--- src/rtl/sas_pkg.sv ---
package sas_pkg;

  localparam int NS_W = 5;
  localparam logic [NS_W-1:0] NS_RESET = 5'd16;
  localparam int TIME_W = 32;
  localparam int IN_W = 31;
  localparam int SRV_W = 4;

  // register index taken from paddr[2]
  localparam logic REG_NUM_SERVERS = 1'b0;

  typedef enum logic [1:0] {
    S_WAIT,
    S_SCAN,
    S_HIT,
    S_MISS
  } step_t;

  typedef enum logic [2:0] {
    C_NEVER,
    C_ACCEPT,
    C_FREE,
    C_EXHAUST,
    C_SLOT
  } cond_t;

  typedef struct packed {
    logic  in_rdy;
    logic  scan;
    logic  commit;
    logic  drop;
    cond_t c0;
    step_t t0;
    cond_t c1;
    step_t t1;
  } ucode_t;

  typedef struct packed {
    logic rd_en;
    logic wr_en;
  } mem_ctl_t;

  // control store: first matching condition jumps, otherwise the step repeats
  function automatic ucode_t ucode(step_t s);
    ucode_t w;
    w = '{in_rdy: 1'b0, scan: 1'b0, commit: 1'b0, drop: 1'b0,
          c0: C_NEVER, t0: S_WAIT, c1: C_NEVER, t1: S_WAIT};
    case (s)
      S_WAIT: begin
        w.in_rdy = 1'b1;
        w.c0 = C_ACCEPT;
        w.t0 = S_SCAN;
      end
      S_SCAN: begin
        w.scan = 1'b1;
        w.c0 = C_FREE;
        w.t0 = S_HIT;
        w.c1 = C_EXHAUST;
        w.t1 = S_MISS;
      end
      S_HIT: begin
        w.commit = 1'b1;
        w.c0 = C_SLOT;
        w.t0 = S_WAIT;
      end
      S_MISS: begin
        w.drop = 1'b1;
        w.c0 = C_SLOT;
        w.t0 = S_WAIT;
      end
      default: begin
        w.c0 = C_NEVER;
      end
    endcase
    return w;
  endfunction

endpackage

--- src/rtl/sas_in_if.sv ---
interface sas_in_if;
  logic        valid;
  logic        ready;
  logic [30:0] arrival_time;
  logic [30:0] process_time;

  modport source (output valid, arrival_time, process_time, input ready);
  modport sink (input valid, arrival_time, process_time, output ready);
endinterface

--- src/rtl/sas_out_if.sv ---
interface sas_out_if;
  logic        valid;
  logic        ready;
  logic [3:0]  assigned_server;
  logic        dropped;
  logic [31:0] server_load;

  modport source (output valid, assigned_server, dropped, server_load, input ready);
  modport sink (input valid, assigned_server, dropped, server_load, output ready);
endinterface

--- src/rtl/sas_server_mem.sv ---
module sas_server_mem import sas_pkg::*; #(
  parameter int DEPTH = 16,
  parameter int AW = 4
) (
  input  logic              clk,
  input  logic              rst,
  input  mem_ctl_t          ctl,
  input  logic [AW-1:0]     rd_addr,
  input  logic [AW-1:0]     wr_addr,
  input  logic [TIME_W-1:0] wr_rel,
  input  logic [TIME_W-1:0] wr_load,
  output logic [TIME_W-1:0] rd_rel,
  output logic [TIME_W-1:0] rd_load
);

  logic [TIME_W-1:0] rel_mem [DEPTH];
  logic [TIME_W-1:0] load_mem [DEPTH];
  logic [DEPTH-1:0]  written;
  logic [TIME_W-1:0] rel_q;
  logic [TIME_W-1:0] load_q;
  logic              vld_q;

  always_ff @(posedge clk) begin
    if (ctl.wr_en) begin
      rel_mem[wr_addr]  <= wr_rel;
      load_mem[wr_addr] <= wr_load;
    end
    if (ctl.rd_en) begin
      rel_q  <= rel_mem[rd_addr];
      load_q <= load_mem[rd_addr];
    end
  end

  // an entry never written reads as zero: free and unloaded
  always_ff @(posedge clk) begin
    if (rst) begin
      written <= '0;
      vld_q   <= 1'b0;
    end else begin
      if (ctl.wr_en) written[wr_addr] <= 1'b1;
      if (ctl.rd_en) vld_q <= written[rd_addr];
    end
  end

  assign rd_rel  = vld_q ? rel_q : '0;
  assign rd_load = vld_q ? load_q : '0;

endmodule

--- src/rtl/server_assignment_with_release_times.sv ---
// Assigns each request to one of num_servers servers. A request is taken
// only when the block is idle; the sequencer then reads the stored release
// times one server per cycle through a single read port, starting at the
// preferred server and wrapping, stopping at the first free one, or dropping
// the request when none of the servers in use is free. The next request is
// not taken until the result is registered. A result that is not taken holds
// the next one back in its commit or drop step.
// Register num_servers sits at byte address 0.
module server_assignment_with_release_times import sas_pkg::*; #(
  parameter int MAX_SERVERS = 16
) (
  input  logic        clk,
  input  logic        rst,
  sas_in_if.sink      req,
  sas_out_if.source   res,
  input  logic        psel,
  input  logic        penable,
  input  logic        pwrite,
  input  logic [2:0]  paddr,
  input  logic [31:0] pwdata,
  output logic [31:0] prdata,
  output logic        pready
);

  localparam int SW = (MAX_SERVERS > 1) ? $clog2(MAX_SERVERS) : 1;
  localparam int CW = $clog2(MAX_SERVERS + 1);

  logic [NS_W-1:0]   num_servers;
  logic [SW-1:0]     request_slot;
  logic [IN_W-1:0]   arrive;
  logic [IN_W-1:0]   busy_for;
  logic [SW-1:0]     k;
  logic [SW-1:0]     kd;
  logic [CW-1:0]     cnt;
  logic              vld_d;
  step_t             step;
  step_t             step_next;
  ucode_t            uc;

  logic [CW-1:0]     m;
  logic [SW-1:0]     pref;
  logic [SW-1:0]     slot_next;
  logic [SW-1:0]     k_inc;
  logic              accept;
  logic              free;
  logic              issue;
  logic              exhaust;
  logic              out_slot;
  logic              c0_hit;
  logic              c1_hit;
  mem_ctl_t          mctl;
  logic [TIME_W-1:0] rd_rel;
  logic [TIME_W-1:0] rd_load;
  logic [TIME_W-1:0] load_new;
  logic [TIME_W-1:0] rel_new;

  logic              out_valid;
  logic [SRV_W-1:0]  out_srv;
  logic              out_drop;
  logic [TIME_W-1:0] out_load;

  // configuration port
  assign pready = 1'b1;
  assign prdata = (paddr[2] == REG_NUM_SERVERS) ? {27'b0, num_servers} : 32'b0;

  always_ff @(posedge clk) begin
    if (rst) begin
      num_servers <= NS_RESET;
    end else if (psel && penable && pwrite && paddr[2] == REG_NUM_SERVERS) begin
      num_servers <= pwdata[NS_W-1:0];
    end
  end

  // servers in use, clamped to one up to the built maximum
  always_comb begin
    if (num_servers == '0) begin
      m = CW'(1);
    end else if (32'(num_servers) > 32'(MAX_SERVERS)) begin
      m = CW'(MAX_SERVERS);
    end else begin
      m = CW'(num_servers);
    end
  end

  assign pref      = (32'(request_slot) < 32'(m)) ? request_slot : '0;
  assign slot_next = (32'(pref) + 32'd1 >= 32'(m)) ? '0 : SW'(32'(pref) + 32'd1);
  assign k_inc     = (32'(k) + 32'd1 >= 32'(m)) ? '0 : SW'(32'(k) + 32'd1);

  assign uc       = ucode(step);
  assign accept   = req.valid && req.ready;
  assign free     = vld_d && (rd_rel <= {1'b0, arrive});
  assign issue    = uc.scan && (32'(cnt) < 32'(m)) && !free;
  assign exhaust  = vld_d && !free && (32'(cnt) == 32'(m));
  assign out_slot = !out_valid || res.ready;

  assign rel_new  = {1'b0, arrive} + {1'b0, busy_for};
  assign load_new = (rd_load == '1) ? rd_load : rd_load + 32'd1;

  function automatic logic cond_true(cond_t c, logic acc, logic fr, logic ex, logic sl);
    logic r;
    case (c)
      C_NEVER:   r = 1'b0;
      C_ACCEPT:  r = acc;
      C_FREE:    r = fr;
      C_EXHAUST: r = ex;
      C_SLOT:    r = sl;
      default:   r = 1'b0;
    endcase
    return r;
  endfunction

  assign c0_hit = cond_true(uc.c0, accept, free, exhaust, out_slot);
  assign c1_hit = cond_true(uc.c1, accept, free, exhaust, out_slot);

  // sequencer next step
  always_comb begin
    if (c0_hit) begin
      step_next = uc.t0;
    end else if (c1_hit) begin
      step_next = uc.t1;
    end else begin
      step_next = step;
    end
  end

  // sequencer outputs
  always_comb begin
    req.ready = uc.in_rdy;
    mctl.rd_en = issue;
    mctl.wr_en = uc.commit && out_slot;
  end

  always_ff @(posedge clk) begin
    if (rst) begin
      step <= S_WAIT;
    end else begin
      step <= step_next;
    end
  end

  // scan pipeline: k is the address being read, kd the one whose data is back
  always_ff @(posedge clk) begin
    if (rst) begin
      request_slot <= '0;
      vld_d        <= 1'b0;
      cnt          <= '0;
    end else if (accept) begin
      request_slot <= slot_next;
      vld_d        <= 1'b0;
      cnt          <= '0;
    end else if (issue) begin
      vld_d <= 1'b1;
      cnt   <= cnt + CW'(1);
    end
  end

  always_ff @(posedge clk) begin
    if (accept) begin
      arrive   <= req.arrival_time;
      busy_for <= req.process_time;
      k        <= pref;
    end else if (issue) begin
      k  <= k_inc;
      kd <= k;
    end
  end

  sas_server_mem #(
    .DEPTH (MAX_SERVERS),
    .AW    (SW)
  ) u_mem (
    .clk     (clk),
    .rst     (rst),
    .ctl     (mctl),
    .rd_addr (k),
    .wr_addr (kd),
    .wr_rel  (rel_new),
    .wr_load (load_new),
    .rd_rel  (rd_rel),
    .rd_load (rd_load)
  );

  // result register
  always_ff @(posedge clk) begin
    if (rst) begin
      out_valid <= 1'b0;
    end else if ((uc.commit || uc.drop) && out_slot) begin
      out_valid <= 1'b1;
    end else if (res.ready) begin
      out_valid <= 1'b0;
    end
  end

  always_ff @(posedge clk) begin
    if ((uc.commit || uc.drop) && out_slot) begin
      out_srv  <= uc.commit ? SRV_W'(kd) : '0;
      out_drop <= uc.drop;
      out_load <= uc.commit ? load_new : '0;
    end
  end

  assign res.valid           = out_valid;
  assign res.assigned_server = out_srv;
  assign res.dropped         = out_drop;
  assign res.server_load     = out_load;

endmodule

--- src/flat_wrapper.sv ---
// flat-port wrapper written by rule: the top's interface ports become plain ports
module server_assignment_with_release_times_flat import sas_pkg::*;
#(
  parameter int MAX_SERVERS = 16
)
  (clk, rst, psel, penable, pwrite, paddr, pwdata, prdata, pready, req_valid, req_arrival_time, req_process_time, req_ready, res_valid, res_assigned_server, res_dropped, res_server_load, res_ready);
  sas_in_if req_i ();
  sas_out_if res_i ();
  input  logic clk;
  input  logic rst;
  input  logic psel;
  input  logic penable;
  input  logic pwrite;
  input  logic [2:0] paddr;
  input  logic [31:0] pwdata;
  output logic [31:0] prdata;
  output logic pready;
  input wire logic [$bits(req_i.valid)-1:0] req_valid;
  input wire logic [$bits(req_i.arrival_time)-1:0] req_arrival_time;
  input wire logic [$bits(req_i.process_time)-1:0] req_process_time;
  output wire logic [$bits(req_i.ready)-1:0] req_ready;
  output wire logic [$bits(res_i.valid)-1:0] res_valid;
  output wire logic [$bits(res_i.assigned_server)-1:0] res_assigned_server;
  output wire logic [$bits(res_i.dropped)-1:0] res_dropped;
  output wire logic [$bits(res_i.server_load)-1:0] res_server_load;
  input wire logic [$bits(res_i.ready)-1:0] res_ready;
  assign req_i.valid = req_valid;
  assign req_i.arrival_time = req_arrival_time;
  assign req_i.process_time = req_process_time;
  assign req_ready = req_i.ready;
  assign res_valid = res_i.valid;
  assign res_assigned_server = res_i.assigned_server;
  assign res_dropped = res_i.dropped;
  assign res_server_load = res_i.server_load;
  assign res_i.ready = res_ready;
  server_assignment_with_release_times #(.MAX_SERVERS(MAX_SERVERS)) u_core (.clk(clk), .rst(rst), .req(req_i), .res(res_i), .psel(psel), .penable(penable), .pwrite(pwrite), .paddr(paddr), .pwdata(pwdata), .prdata(prdata), .pready(pready));
endmodule
--- config.mk ---
export PLATFORM = sky130hd
export DESIGN_NAME = server_assignment_with_release_times_flat
export DESIGN_NICKNAME = d
export VERILOG_FILES = /design/src/rtl/sas_pkg.sv /design/src/rtl/sas_in_if.sv /design/src/rtl/sas_out_if.sv /design/src/rtl/sas_server_mem.sv /design/src/rtl/server_assignment_with_release_times.sv /design/src/flat_wrapper.sv
export SDC_FILE = /design/constraint.sdc
export NUM_CORES = 1
export LEC_CHECK = 0
export ABC_AREA = 1
export BUFFER_PORTS_ARGS = -buffer_cell sky130_fd_sc_hd__buf_2
export CAP_MARGIN = 20
export CORE_MARGIN = 1
export CORE_UTILIZATION = 39
export CTS_CLUSTER_SIZE = 40
export DETAILED_ROUTE_END_ITERATION = 7
export GPL_ROUTABILITY_DRIVEN = 0
export PLACE_DENSITY_LB_ADDON = 0.15
export SLEW_MARGIN = 0
export SYNTH_ARGS = -nofsm -noshare
export SYNTH_HDL_FRONTEND = slang
export SYNTH_SLANG_ARGS = --single-unit
--- constraint.sdc ---
create_clock -name clk -period 7.6 [get_ports clk]
set_input_delay 2.28 -clock clk [delete_from_list [all_inputs] [get_ports clk]]
set_output_delay 2.28 -clock clk [all_outputs]
set_load 0.01 [all_outputs]
Word level (Yosys, flattened, before mapping). Memory sizes are Yosys's and may differ from the RTL's. A register that Yosys moved wholly into a read port is not among the register bits. Index checks and enable logic that the tools add are counted. W data, S select, Z words.

Register bits: 142. Bits in latches: 0. Bits in writable memories: 1024. Bits in read-only memories: 0. Bits of input ports: 104. Output and inout bits: 72. Word-level logic and storage cells: 100. Memories: 2.

$add $sub $neg: 5. Multipliers: 0. Div/mod/pow operators: 0. $lt $le $gt $ge: 9. Equal/unequal tests: 13. Shifts and indexed selects: 0. Mux-type cells: 29. Bitwise operators: 3. Reductions and logical operators: 24.

Memories: u_core.u_mem.load_mem (words 16, width 32, rd ports 1, clocked after Yosys merged registers in 1, wr ports 1, line sas_server_mem.sv:17) `logic [TIME_W-1:0] load_mem [DEPTH];`; u_core.u_mem.rel_mem (words 16, width 32, rd ports 1, clocked after Yosys merged registers in 1, wr ports 1, line sas_server_mem.sv:16) `logic [TIME_W-1:0] rel_mem [DEPTH];`.

Operators by type and width (number): $mux W32 (3); $ge A32 B5 Y1 (2); $add A31 B31 Y32 (1); $add A32 B1 Y32 const B (1); $eq A32 B32 Y1 const B (1); $le A32 B31 Y1 (1); $mux W4 (6); $or A16 B16 Y16 (1); $mux W5 (3); $pmux W5 S3 (1); $logic_and A1 B1 Y1 (12); $add A4 B1 Y5 const B (2); $lt A4 B5 Y1 const B (2); $mux W1 (10); $eq A2 B2 Y1 const B (4); $pmux W1 S4 (2); $eq A3 B2 Y1 const B (2); $reduce_bool A2 Y1 (3); $add A5 B1 Y5 const B (1); $eq A5 B5 Y1 (1); $gt A5 B5 Y1 const B (1); $logic_not A5 Y1 (1); $lt A4 B5 Y1 (1); $lt A5 B5 Y1 (1); other kinds (14) (20).

Depth between registers and ports, before layout.
Word-level depth: 9. Gate-level depth with buffers: 24. Depth with buffers taken out: 22.

Cells and area by module. Synthesis repeated with hierarchy kept, for this count alone.

Cell total of the unflattened synthesis: 4263. Area, all modules: 51768.4 sq um.

By module, submodules not included: sas_server_mem (instances 1, cells each 3242, area an instance 43215.2 sq um, seq. area each 33011.7 sq um); server_assignment_with_release_times (instances 1, cells each 1021, area an instance 8553.2 sq um, seq. area each 3573.4 sq um).

Least setup slack after synthesis. Ideal clock, no wire load.

Path type: input port to flip-flop. From: input port res_ready. To: memory u_core.u_mem.load_mem[12][0] (enable). Setup time: 568 ps. Data arrival time: 7045 ps. Data required time: 7032 ps. Path slack: -13 ps. Stages on the path: 4. Path buffers: 0. Path through: nor2_1 > nor2_4 > inv_1 > nor3_1.

Longest elaborated chain between the ends: 4.

Ends and longest elaborated chain: start, declared (line flat_wrapper.sv:26) `input wire logic [$bits(res_i.ready)-1:0] res_ready;`; $logic_or A1 B1 Y1 (line server_assignment_with_release_times.sv:94) `assign out_slot = !out_valid || res.ready;`; $logic_and A1 B1 Y1 (line server_assignment_with_release_times.sv:130) `mctl.wr_en = uc.commit && out_slot;`; $mux W1 (line sas_server_mem.sv:24) `if (ctl.wr_en) begin`; $mux W1 (implied by the code) (line sas_server_mem.sv:26) `load_mem[wr_addr] <= wr_load;`; end, declared (line sas_server_mem.sv:17).

No other way between the ends.

Worst setup path after layout.
From: input port paddr[2]. To: output port prdata[4].

Longest elaborated chain between the ends: 1.

Ends and longest elaborated chain: start, declared (line flat_wrapper.sv:14) `input logic [2:0] paddr;`; $mux W5 (line server_assignment_with_release_times.sv:64) `assign prdata = (paddr[2] == REG_NUM_SERVERS) ? {27'b0, num_servers} : 32'b0;`; end, declared (line flat_wrapper.sv:16) `output logic [31:0] prdata;`.

No other way between the ends.

==> run metrics <==
post-detailed-placement cell area=53800 sq um; launching instance or port of the critical path=paddr[2]; power per unit of standard cell area=313 nW/um^2; path class of the lowest-slack min-delay path=reg -> reg; number of instances in the synthesized netlist=3841; Tcrit/Tclk final=64.8%; Post-synth top flop=sky130_fd_sc_hd__edfxtp_1; number of global-route vias before repair=30054; clock latency reported for the late side of the worst-skew pair=0.76 ns; worst endpoint data arrival time=2.65 ns; area taken by multi-input logic gates=13000 sq um; Design Area, Final=58100 sq um; Hold Path Origin=u_core.u_mem.written[14]; area of the core region=130000 sq um; Worst Tran Pin Value=1.15 ns; detailed-route wire length=129000 um; number of clock sinks=1230; via count=30710; most common cell after layout, fill and taps aside=sky130_fd_sc_hd__edfxtp_1; post-route antenna net violation count=0; CP top delay family=buffers and inverters; Max Slew Vio Count=0; number of warning messages in the yosys log=0; highest-count cells in the layout ignoring fill and taps=sky130_fd_sc_hd__edfxtp_1, sky130_fd_sc_hd__nor2_1, sky130_fd_sc_hd__nand2_1; layout cell share with drive strength beyond 1=10.8%; CTS tree=yes; number of stages on the worst setup path=3; Post-synth ARST share=0%; first-pass GRT wire length=192000 um; worst-case clock buffer depth=3; hold bufs inserted after CTS=0; largest fanout on the critical path=6; peak clock frequency supported by timing=203 MHz; overall overflow remaining after global route=0; NumNets Final=4147; max capacitance violation total=0; CP required=5.32 ns; LEAKAGE=20.5 nW; post-cts resize count=0; Post-synth EDFFs=1195; Peak VDD IR=0.227 mV; half-perimeter wire length of the detailed placement result=69400 um; CP Buf/Inv Count=2; CTS Buf Count=134; horizontal die dimension=365 um; ordered cell list for the critical path=buf_2 -> nor2_1 -> buf_2; highest-delay cell along the critical path=sky130_fd_sc_hd__buf_2; clock slew at the register clock pins of the worst setup and hold paths=0.06 ns; post-synthesis sequential area ratio=71.3%; final standard cell utilization of the core=44.7%; worst r2r path cells=15; Finished Layout Cells=5806; Post-Route Skew=0.0395 ns; RSZ-0062 raised after global routing=false; CTS H-tree lvls=4; category of the worst setup path launch point=primary input; vias per cell=5.29; cell chosen for the clock root=sky130_fd_sc_hd__clkbuf_16; Max-Slew Margin vs Limit=23.0%; count of state elements after synthesis=1230; Die Span Y=365 um; buffer count from post-CTS setup fixing=0; CP most frequent cell=sky130_fd_sc_hd__buf_2; combined area of all synthesized cells=51300 sq um; initial core utilization=39.5%; Reg area=36600 sq um; Layout Area Growth over Synthesis=13.2%; number of detailed-routing iterations run before antenna repair=7; initial antenna violation count=0; global router's overall resource usage=19.5%; overall die area=133000 sq um; count of antenna diodes in the layout=0; total instance count after detailed placement=5554; worst hold path depth=2; Residual DRC=0; fin crit period=4.93 ns; critical path start-end classification=in -> out; number of failing setup endpoints in the final timing report=0; stage delay of the slowest cell on the critical path=0.14 ns; count of endpoints failing hold in the final timing report=0; average size of a mapped cell=13.4 sq um; number of DRC markers after the initial detailed-route iteration=2645; Crit. End Element=primary output; number of fillers in the final layout=11753; pin count of the biggest net entering global routing=209; post-synthesis cell type count=52; worst hold slack across all endpoints=0.462 ns; number of cell rows=132; average wire per cell in the routed design=22.2 um; startpoint of the worst-slack reg-to-reg timing path=u_core.u_mem.vld_q; port buffer count=118; number of top-level pins=176; run status=completed
[final timing paths]
path	to	slack, ns
max reg2reg	u_core.res.server_load[27]	3.10
min	u_core.u_mem.written[14]	0.46
min reg2reg	u_core.u_mem.written[14]	0.46
max	prdata[4]	2.67
[tightest hold or removal path, cell delays in order (launching register included)]
cell and delay (ns):
sky130_fd_sc_hd__dfxtp_1 0.32, sky130_fd_sc_hd__nor2_1 0.04, sky130_fd_sc_hd__nor2_1 0.07
[flip-flops by register name, summed over array words and instances, names as in the netlist, 5 cells and up]
register and cells:
u_core.u_mem.load_mem 512, u_core.u_mem.rel_mem 512, u_core.res.server_load 32, u_core.u_mem.load_q 32, u_core.u_mem.rel_q 32, u_core.arrive 31
u_core.busy_for 31, u_core.u_mem.written 16, u_core.cnt 5, u_core.num_servers 5
[through the flow]
stage	setup TNS (ns)	power, mW	worst slack [ns]
4_1_cts	0	18.4	2.66
2_1_floorplan	-2.46	10.8	-0.0128
6_report	0	18.2	2.67
3_5_place_dp	0	12.1	2.64
5_1_grt	0	19.0	2.62
3_3_place_gp	0	12.1	2.50
[Yosys cell counts, drive strengths merged, types with 2 or more instances]
| library cell | count | area share (%) |
|---|---|---|
| a21o | 7 | 0.10 |
| a21oi | 84 | 0.82 |
| a31oi | 5 | 0.061 |
| and3 | 4 | 0.049 |
| buf | 89 | 1.0 |
| clkbuf | 148 | 1.1 |
| conb | 2 | 0.015 |
| dfxtp | 35 | 1.4 |
| edfxtp | 1195 | 70 |
| ha | 84 | 2.0 |
| inv | 234 | 1.7 |
| mux2i | 204 | 4.0 |
| nand2 | 337 | 2.5 |
| nand3 | 130 | 1.3 |
| nand3b | 3 | 0.044 |
| nand4 | 21 | 0.26 |
| nor2 | 519 | 3.9 |
| nor3 | 36 | 0.40 |
| nor4 | 6 | 0.085 |
| o211ai | 46 | 0.67 |
| o21a | 7 | 0.10 |
| o21ai | 314 | 3.1 |
| o21bai | 4 | 0.058 |
| o221ai | 205 | 3.5 |
| o22ai | 12 | 0.15 |
| o32ai | 42 | 0.72 |
| or2 | 10 | 0.12 |
| xnor2 | 18 | 0.31 |
| xor2 | 32 | 0.55 |
[metal layers]
metal | vias up | wire (um) | track usage (%)
li1 | 14488 | - | -
met1 | 15274 | 59800 | 27.6
met2 | 780 | 60100 | 30.8
met3 | 168 | 6460 | 3.11
met4 | 0 | 2740 | 5.74
met5 | - | 0 | 0
[final cells by class]
| class | instances | share of cell area, % |
|---|---|---|
| Tap cell | 1742 | 3.75 |
| Inverter | 235 | 1.58 |
| Multi-Input combinational cell | 2165 | 22.3 |
| Clock inverter | 74 | 1.09 |
| Sequential cell | 1230 | 63.0 |
| Timing Repair Buffer | 192 | 2.19 |
| Clock buffer | 168 | 6.14 |
[power by group]
| part | internal, mW | total, mW | switching [mW] |
|---|---|---|---|
| clock | 3.61 | 6.25 | 2.65 |
| combinational | 1.12 | 3.78 | 2.67 |
| sequential | 8.05 | 8.16 | 0.114 |
| total | 12.8 | 18.2 | 5.43 |
[logic make-up after synthesis]
| logic type | after synthesis | synth area share [%] |
|---|---|---|
| XOR/XNOR | 50 | 0.853 |
| buffers and inverters | 472 | 3.83 |
| adder cells (fa/ha/maj) | 85 | 2.09 |
| AO/OA/AOI/OAI | 731 | 9.32 |
| AND/OR/NAND/NOR | 1067 | 8.67 |
| other | 2 | 0.0146 |
| multiplexers | 204 | 3.98 |
| flip-flops | 1230 | 71.3 |
Power figures use the tool's default switching activity.
